$ cat config.mk
export PLATFORM = sky130hd
export DESIGN_NAME = bitmap_find_next_prev_set_top
export DESIGN_NICKNAME = d
export VERILOG_FILES = /design/src/rtl/bfnp_pkg.sv /design/src/rtl/bfnp_ram.sv /design/src/rtl/bitmap_find_next_prev_set_top.sv
export SDC_FILE = /design/constraint.sdc
export NUM_CORES = 2
export LEC_CHECK = 0
export ABC_AREA = 0
export CAP_MARGIN = 0
export CORE_UTILIZATION = 52
export DETAILED_ROUTE_END_ITERATION = 16
export DONT_BUFFER_PORTS = 1
export GPL_ROUTABILITY_DRIVEN = 0
export PLACE_DENSITY = 0.73
export SETUP_SLACK_MARGIN = 0.15
export SLEW_MARGIN = 20
export SYNTH_ARGS = -nofsm -noshare
export SYNTH_HDL_FRONTEND = slang
export SYNTH_HIERARCHICAL = 1
export SYNTH_SLANG_ARGS = --single-unit
$ cat constraint.sdc
create_clock -name clk -period 7.8 [get_ports clk]
set_clock_uncertainty 0.2 [all_clocks]
set_input_delay 0.39 -clock clk [delete_from_list [all_inputs] [get_ports clk]]
set_output_delay 0.39 -clock clk [all_outputs]
set_load 0.02 [all_outputs]
$ cat src/rtl/bfnp_pkg.sv
// shared types and constants of the bitmap set-bit search block
package bfnp_pkg;

  localparam int WORD_BITS = 32;
  localparam int OFF_W     = 5;   // bit offset inside a word
  localparam int CNT_W     = 11;  // bit count register
  localparam int IDX_W     = 10;  // reported bit index
  localparam int POS_W     = 12;  // signed search position
  localparam int WIDX_W    = 5;   // word index of a write or read
  localparam int SCAN_W    = 6;   // word index reached by a search
  localparam int SPOS_W    = 14;  // signed working width of a start position

  localparam logic [CNT_W-1:0] BIT_COUNT_RST = 11'd1024;

  typedef enum logic [1:0] {
    OP_WRITE = 2'd0,
    OP_READ  = 2'd1,
    OP_NEXT  = 2'd2,
    OP_PREV  = 2'd3
  } op_t;

  typedef enum logic [2:0] {
    ST_CLEAR,
    ST_IDLE,
    ST_READ,
    ST_SCAN,
    ST_DONE
  } state_t;

endpackage

$ cat src/rtl/bfnp_ram.sv
// generic single-write, single-read ram with registered read data
module bfnp_ram #(
  parameter int WIDTH = 32,
  parameter int DEPTH = 32
) (
  input  logic                                        clk,
  input  logic                                        we,
  input  logic [((DEPTH > 1) ? $clog2(DEPTH) : 1)-1:0] waddr,
  input  logic [WIDTH-1:0]                            wdata,
  input  logic                                        re,
  input  logic [((DEPTH > 1) ? $clog2(DEPTH) : 1)-1:0] raddr,
  output logic [WIDTH-1:0]                            rdata
);

  logic [WIDTH-1:0] mem [DEPTH];
  logic [WIDTH-1:0] rdata_r;

  always_ff @(posedge clk) begin
    if (we) begin
      mem[waddr] <= wdata;
    end
    if (re) begin
      rdata_r <= mem[raddr];
    end
  end

  assign rdata = rdata_r;

endmodule

$ cat src/rtl/bitmap_find_next_prev_set_top.sv
// bitmap word store with find-next and find-prev set-bit search
// a search walks one ram word per cycle, up to MAX_BITS/32 words (rounded up); a new
//   item is taken only once the last result has moved into the output register
// reset: synchronous active-low; afterwards a clearing pass writes zero to every word,
//   one word a cycle, and no word is taken meanwhile
module bitmap_find_next_prev_set_top #(
  parameter int MAX_BITS = 1024
) (
  input  logic                clk,
  input  logic                rst_n,
  input  logic                in_valid,
  output logic                in_stall,
  input  logic [1:0]          in_opcode,
  input  logic [4:0]          in_word_index,
  input  logic [31:0]         in_word_data,
  input  logic signed [11:0]  in_position,
  output logic                out_valid,
  input  logic                out_stall,
  output logic                out_found,
  output logic [9:0]          out_bit_index,
  output logic [31:0]         out_read_data,
  input  logic                cfg_valid,
  output logic                cfg_ready,
  input  logic [10:0]         cfg_data
);

  localparam int NUM_WORDS = (MAX_BITS + bfnp_pkg::WORD_BITS - 1) / bfnp_pkg::WORD_BITS;
  localparam int AW        = (NUM_WORDS > 1) ? $clog2(NUM_WORDS) : 1;
  localparam int CW        = bfnp_pkg::CNT_W;
  localparam int SW        = bfnp_pkg::SPOS_W;
  localparam int WW        = bfnp_pkg::SCAN_W;
  localparam int OW        = bfnp_pkg::OFF_W;
  localparam int IW        = bfnp_pkg::IDX_W;

  function automatic logic [4:0] low_bit(input logic [31:0] t);
    logic [31:0] iso;
    logic [4:0]  r;
    iso = t & (~t + 32'd1);
    r   = '0;
    for (int i = 0; i < 32; i++) begin
      if (iso[i]) begin
        r = r | 5'(i);
      end
    end
    return r;
  endfunction

  function automatic logic [4:0] high_bit(input logic [31:0] t);
    logic [31:0] rev;
    for (int i = 0; i < 32; i++) begin
      rev[i] = t[31-i];
    end
    return ~low_bit(rev);
  endfunction

  bfnp_pkg::state_t state_r, state_nxt;
  bfnp_pkg::op_t    in_op;

  logic [CW-1:0] bit_count_r;
  logic [AW-1:0] clr_r, clr_nxt;
  logic [WW-1:0] w_r, w_nxt;
  logic [OW-1:0] off_r, off_nxt;
  logic          first_r, first_nxt;
  logic          dir_next_r, dir_next_nxt;
  logic          rd_ok_r, rd_ok_nxt;
  logic          res_found_r, res_found_nxt;
  logic [IW-1:0] res_idx_r, res_idx_nxt;
  logic [31:0]   res_data_r, res_data_nxt;
  logic          out_valid_r, out_valid_nxt;
  logic          out_found_r, out_found_nxt;
  logic [IW-1:0] out_idx_r, out_idx_nxt;
  logic [31:0]   out_data_r, out_data_nxt;

  logic          ram_we, ram_re;
  logic [AW-1:0] ram_waddr, ram_raddr;
  logic [31:0]   ram_wdata, ram_rdata;

  logic                 acc, out_free, wr_ok;
  logic [CW-1:0]        cnt_eff;
  logic signed [SW-1:0] pos_x, bn, sp, cm1, cnt_x, start;
  logic                 start_ok;
  logic [31:0]          mask, masked;
  logic                 hit, last_word, scan_found, scan_done;
  logic [4:0]           bitpos;
  logic [CW-1:0]        hit_idx;
  logic [11:0]          nstart;

  assign in_op     = bfnp_pkg::op_t'(in_opcode);
  assign acc       = in_valid && !in_stall;
  assign out_free  = !out_valid_r || !out_stall;
  assign wr_ok     = int'(in_word_index) < NUM_WORDS;
  assign cfg_ready = 1'b1;

  assign out_valid     = out_valid_r;
  assign out_found     = out_found_r;
  assign out_bit_index = out_idx_r;
  assign out_read_data = out_data_r;

  // searches never see bits past the bitmap itself
  assign cnt_eff = (int'(bit_count_r) > MAX_BITS) ? CW'(MAX_BITS) : bit_count_r;

  // start bit and first word of a search
  always_comb begin
    pos_x = SW'(in_position);
    cnt_x = signed'(SW'(cnt_eff));
    bn    = pos_x + SW'(1);
    if (bn < 0) begin
      bn = '0;
    end
    sp  = pos_x - SW'(1);
    cm1 = cnt_x - SW'(1);
    if (sp > cm1) begin
      sp = cm1;
    end
    if (in_op == bfnp_pkg::OP_NEXT) begin
      start    = bn;
      start_ok = bn < cnt_x;
    end else begin
      start    = sp;
      start_ok = sp >= 0;
    end
  end

  // evaluate the word that arrived from the ram
  always_comb begin
    if (dir_next_r) begin
      mask = first_r ? (32'hFFFF_FFFF << off_r) : 32'hFFFF_FFFF;
    end else begin
      mask = first_r ? (32'hFFFF_FFFF >> (5'd31 - off_r)) : 32'hFFFF_FFFF;
    end
    masked  = ram_rdata & mask;
    hit     = |masked;
    bitpos  = dir_next_r ? low_bit(masked) : high_bit(masked);
    hit_idx = {w_r, bitpos};
    nstart  = {7'(w_r) + 7'd1, 5'd0};
    if (dir_next_r) begin
      scan_found = hit && (hit_idx < cnt_eff);
      last_word  = nstart >= 12'(cnt_eff);
    end else begin
      scan_found = hit;
      last_word  = (w_r == '0);
    end
    scan_done = hit || last_word;
  end

  // next state
  always_comb begin
    state_nxt = state_r;
    case (state_r)
      bfnp_pkg::ST_CLEAR: begin
        if (clr_r == AW'(NUM_WORDS - 1)) begin
          state_nxt = bfnp_pkg::ST_IDLE;
        end
      end
      bfnp_pkg::ST_IDLE: begin
        if (acc) begin
          case (in_op)
            bfnp_pkg::OP_WRITE: state_nxt = bfnp_pkg::ST_DONE;
            bfnp_pkg::OP_READ:  state_nxt = bfnp_pkg::ST_READ;
            default:            state_nxt = start_ok ? bfnp_pkg::ST_SCAN : bfnp_pkg::ST_DONE;
          endcase
        end
      end
      bfnp_pkg::ST_READ: state_nxt = bfnp_pkg::ST_DONE;
      bfnp_pkg::ST_SCAN: begin
        if (scan_done) begin
          state_nxt = bfnp_pkg::ST_DONE;
        end
      end
      bfnp_pkg::ST_DONE: begin
        if (out_free) begin
          state_nxt = bfnp_pkg::ST_IDLE;
        end
      end
      default: state_nxt = bfnp_pkg::ST_CLEAR;
    endcase
  end

  // fsm outputs: handshake and ram port control
  always_comb begin
    in_stall  = 1'b1;
    ram_we    = 1'b0;
    ram_waddr = AW'(in_word_index);
    ram_wdata = in_word_data;
    ram_re    = 1'b0;
    ram_raddr = AW'(in_word_index);
    case (state_r)
      bfnp_pkg::ST_CLEAR: begin
        ram_we    = 1'b1;
        ram_waddr = clr_r;
        ram_wdata = '0;
      end
      bfnp_pkg::ST_IDLE: begin
        in_stall = 1'b0;
        if (in_valid) begin
          case (in_op)
            bfnp_pkg::OP_WRITE: ram_we = wr_ok;
            bfnp_pkg::OP_READ:  ram_re = 1'b1;
            default: begin
              ram_re    = 1'b1;
              ram_raddr = AW'(start[10:5]);
            end
          endcase
        end
      end
      bfnp_pkg::ST_SCAN: begin
        // fetch the following word while this one is examined
        ram_re    = 1'b1;
        ram_raddr = dir_next_r ? AW'(w_r + WW'(1)) : AW'(w_r - WW'(1));
      end
      default: begin
      end
    endcase
  end

  // datapath next values
  always_comb begin
    clr_nxt       = clr_r + AW'(1);
    w_nxt         = w_r;
    off_nxt       = off_r;
    first_nxt     = first_r;
    dir_next_nxt  = dir_next_r;
    rd_ok_nxt     = rd_ok_r;
    res_found_nxt = res_found_r;
    res_idx_nxt   = res_idx_r;
    res_data_nxt  = res_data_r;
    out_valid_nxt = out_valid_r && out_stall;
    out_found_nxt = out_found_r;
    out_idx_nxt   = out_idx_r;
    out_data_nxt  = out_data_r;
    case (state_r)
      bfnp_pkg::ST_IDLE: begin
        if (acc) begin
          w_nxt         = start[10:5];
          off_nxt       = start[4:0];
          first_nxt     = 1'b1;
          dir_next_nxt  = (in_op == bfnp_pkg::OP_NEXT);
          rd_ok_nxt     = wr_ok;
          res_found_nxt = 1'b0;
          res_idx_nxt   = '0;
          res_data_nxt  = '0;
        end
      end
      bfnp_pkg::ST_READ: begin
        res_data_nxt = rd_ok_r ? ram_rdata : '0;
      end
      bfnp_pkg::ST_SCAN: begin
        first_nxt = 1'b0;
        w_nxt     = dir_next_r ? (w_r + WW'(1)) : (w_r - WW'(1));
        if (scan_done) begin
          res_found_nxt = scan_found;
          res_idx_nxt   = scan_found ? hit_idx[IW-1:0] : '0;
        end
      end
      bfnp_pkg::ST_DONE: begin
        if (out_free) begin
          out_valid_nxt = 1'b1;
          out_found_nxt = res_found_r;
          out_idx_nxt   = res_idx_r;
          out_data_nxt  = res_data_r;
        end
      end
      default: begin
      end
    endcase
  end

  always_ff @(posedge clk) begin
    if (!rst_n) begin
      state_r     <= bfnp_pkg::ST_CLEAR;
      clr_r       <= '0;
      out_valid_r <= 1'b0;
      bit_count_r <= bfnp_pkg::BIT_COUNT_RST;
    end else begin
      state_r     <= state_nxt;
      clr_r       <= clr_nxt;
      out_valid_r <= out_valid_nxt;
      if (cfg_valid && cfg_ready) begin
        bit_count_r <= cfg_data;
      end
    end
  end

  always_ff @(posedge clk) begin
    w_r         <= w_nxt;
    off_r       <= off_nxt;
    first_r     <= first_nxt;
    dir_next_r  <= dir_next_nxt;
    rd_ok_r     <= rd_ok_nxt;
    res_found_r <= res_found_nxt;
    res_idx_r   <= res_idx_nxt;
    res_data_r  <= res_data_nxt;
    out_found_r <= out_found_nxt;
    out_idx_r   <= out_idx_nxt;
    out_data_r  <= out_data_nxt;
  end

  bfnp_ram #(
    .WIDTH (bfnp_pkg::WORD_BITS),
    .DEPTH (NUM_WORDS)
  ) u_ram (
    .clk   (clk),
    .we    (ram_we),
    .waddr (ram_waddr),
    .wdata (ram_wdata),
    .re    (ram_re),
    .raddr (ram_raddr),
    .rdata (ram_rdata)
  );

  // no word is taken while the clearing pass runs
  a_clear_blocks_input: assert property (@(posedge clk) disable iff (!rst_n)
    (state_r == bfnp_pkg::ST_CLEAR) |-> in_stall)
    else $error("input taken during clearing pass");

  // a finished result reaches the output register once it is free
  a_done_delivers: assert property (@(posedge clk) disable iff (!rst_n)
    (state_r == bfnp_pkg::ST_DONE && out_free) |=> out_valid_r)
    else $error("finished result not delivered");

  // a search hit never carries read data
  a_found_no_data: assert property (@(posedge clk) disable iff (!rst_n)
    (out_valid_r && out_found_r) |-> (out_data_r == '0))
    else $error("search result carries read data");

  // the scan pointer stays inside the bitmap
  a_scan_in_range: assert property (@(posedge clk) disable iff (!rst_n)
    (state_r == bfnp_pkg::ST_SCAN) |-> (int'(w_r) < NUM_WORDS))
    else $error("scan word beyond bitmap");

endmodule

==> metrics <==
# setup viols final=0; pwr/cell area=236.1 mW/mm^2; Cell Chain, Critical Path=nor3_1 -> nor3b_1 -> a21oi_1 -> nor2b_1 -> inv_1 -> ha_1 -> a2111o_1 -> a31oi_1 -> a211oi_1 -> o31ai_2 -> buf_4 -> nand2_1 -> o211ai_1 -> o21ai_0 -> o311ai_0 -> nand2b_2 -> buf_4 -> a21oi_1 -> a31oi_1 -> nand3_1; Synth Instances=3251; fin. max-slew vios=0; Filler cells=7010; Synth Net Count=3365; kind of critical path=reg2reg; GRT Resource Usage Total=0.2638; register area share after synthesis=0.7032; router iterations before antenna repair=7; setup tns final=0 ns; syn avg cell area=15.35 um^2; CTS tree=done; worst skew pair latency=0.72 ns; Top FF cell, synth=edfxtp_1; final WL=130.1 mm; final cycle utilization of the critical path=0.8723; CTS sink cnt=1175; antenna diode count=0; Crit Path Max Fanout=23; Placed Cells=4415; EDFF count, synth=1155; Max Clk Rate=147.0 MHz; Max rail drop VDD=0.0002261 V; library cells used by synthesis=94; Vias/cell=6.428; Antenna Nets Post-Route=0; port bufs=0; RSZ-0062 raised after global routing=false; starting DRC count in detailed routing=4045; Max-Cap Viols=0; maximum root-to-sink buffer count=3; Mapped Area=0.04989 mm^2; Final min period=6.804 ns; Clock Pin Slew Worst Setup and Hold Paths=0.06 ns; GRT Residual Overflow=0; CP max stage delay=0.96 ns; Setup WS post-layout=0.9963 ns; CTS H-tree lvls=3; CORE AREA=0.09501 mm^2; Worst setup SP type=flip-flop; Area after DPL=0.05160 mm^2; Slowest cell on crit path=nand2b_2; crit end category=flip-flop; run status=complete, no violations; layout net count=3443; HP Class=in2reg; global-route wire length before repair=189.7 mm; post-DP HPWL=76.39 mm; Finished Cell Area=0.05607 mm^2; I/O Pins=113; Placement Setup Slack=1.225 ns; Final Hold Viols=0; clock buffer count from CTS=114; number of global-route vias before repair=28.66k; FF+latch count, synth=1175; initial antenna violation count=2; largest net degree at the start of global routing=91; Initial Util=0.5251; chip height=311.8 um; Yosys warnings=6; Via Count=30.14k; Die W=311.8 um; final core area utilization=0.5901; row count=113; post-route insts no fill=4689; wire length per cell=27.76 um; Static Leakage=0.02059 uW; P&R area growth vs syn=12.37%; CP Data Required Time=8.05 ns; arrival time worst endpoint=7.06 ns; layout cells sized above 1=0.1107; total die area=0.09719 mm^2; Slew @ Worst Pin=1.166 ns; CTS root buf=clkbuf_16; Max-Slew Margin vs Limit=0.2205; Async S/R FF share, synth=0; DRC=0
[routing by layer]
metal | share of wire | wire (um) | vias to the layer above | global-route usage
met3 | 0.092 | 12040 | 347 | 0.03973
met5 | 0 | 0 | - | 0
li1 | - | - | 12940 | -
met4 | 0.038 | 5004 | 0 | 0.09626
met1 | 0.40 | 52110 | 15120 | 0.3691
met2 | 0.47 | 61000 | 1737 | 0.4208
[final cells by class]
type                    instances  area [um^2]  share of cell area
multi-input cells            1860        14160              0.2526
clock buffers                 130         2934             0.05233
repair buffers                143         1386             0.02473
well taps                    1265         1583             0.02823
inverters                      35        131.4            0.002343
clock inverters                81        788.3             0.01406
flip-flops and latches       1175        35080              0.6258
[cell usage in the layout, fill, tap and decap left out, types with 18 or more instances in the layout]
cell type      synthesis  final
dfxtp_1               20     20
nor2b_4                0     22
ha_1                  47     47
mux2i_1              526    526
buf_4                 36     69
xor2_1                18     18
a21oi_1              132    130
clkinv_2               0     32
a22oi_1               99     99
o21ai_0               38     38
nor2_1               118     84
nor2_4                 0     34
nor4_1                19     19
inv_1                 35     35
nor3_1                58     58
a22o_1                66     66
dlygate4sd3_1          0     62
a31oi_1               53     53
edfxtp_1            1155   1155
clkbuf_16              0    115
nand3_1              124    124
nand2_1              177    176
nor2b_1               53     26
and2_1                39     38
clkinv_1               0     22
[Yosys cell counts, types with 19 or more instances]
cell type / instances / area share
a22o_1: 66 / 0.012
nand2_1: 177 / 0.013
a22oi_1: 99 / 0.015
a31oi_1: 53 / 0.0066
mux2i_1: 526 / 0.11
nor2b_1: 53 / 0.0066
nor4_1: 19 / 0.0024
edfxtp_1: 1155 / 0.70
inv_1: 35 / 0.0026
nor3_1: 58 / 0.0058
nand3_1: 124 / 0.012
dfxtp_1: 20 / 0.0080
buf_2: 43 / 0.0043
o21ai_0: 38 / 0.0038
buf_4: 36 / 0.0054
clkbuf_1: 72 / 0.0054
ha_1: 47 / 0.012
nor2_1: 118 / 0.0089
and2_1: 39 / 0.0049
a21oi_1: 132 / 0.013
[critical path, delay by kind of cell (launching register included)]
kind | cells | cell delay (ns)
adder cells (fa/ha/maj) | 1 | 0.34
buffers and inverters | 3 | 0.78
flip-flops | 1 | 0.36
AND/OR/NAND/NOR | 6 | 2.55
AO/OA/AOI/OAI | 10 | 2.32
[flip-flops by register name, summed over array words and instances, names as in the netlist]
register,flops
u_ram/mem,1024
res_idx_r,10
first_r,1
clr_r,5
out_found,1
bit_count_r,11
res_found_r,1
u_ram/rdata,32
out_read_data,32
off_r,5
state_r,3
res_data_r,32
dir_next_r,1
out_valid,1
out_bit_index,10
w_r,6
[what timing repair did]
| action | in CTS | in global routing |
|---|---|---|
| hold buffers | 45 | 17 |
| resized for setup | 0 | 0 |
| buffers inserted | 0 | 0 |
| hold endpoints to repair | 276 | 544 |
[final timing paths]
path	start	end	slack (ns)	depth (start not counted)
worst max-delay path	bit_count_r[3]	u_ram/rdata[17]	1.0	20
worst min-delay path	in_word_data[12]	u_ram/mem[25][12]	0.03	1
worst max register to register	bit_count_r[3]	u_ram/rdata[17]	1.0	20
worst min register to register	res_data_r[18]	out_read_data[18]	0.21	0
[metrics by stage]
step | total power, uW | hold slack (ns)
after floorplan | 7594 | 0.2003
after global placement | 7795 | 0.2004
after detailed placement | 7804 | 0.2052
after CTS | 13260 | 0.00009220
after global routing | 13560 | 0.02955
final | 13240 | 0.03102
[kinds of logic (layout without fill, tap and decap cells)]
logic type	Yosys count	after routing	synth area share
adder cells (fa/ha/maj)	47	47	0.01179
other	1	1	0.00007516
AND/OR/NAND/NOR	705	705	0.07257
buffers and inverters	216	389	0.02274
XOR/XNOR	33	33	0.005793
AO/OA/AOI/OAI	540	540	0.07654
multiplexers	534	534	0.1073
flip-flops	1175	1175	0.7032
[power breakdown]
group | total [uW] | switching [uW] | internal, uW
Sequential | 6930 | 19.6 | 6910
Combinational | 785 | 484 | 301
Clock | 5520 | 2360 | 3160
Total | 13200 | 2860 | 10400
Power figures use the tool's default switching activity.
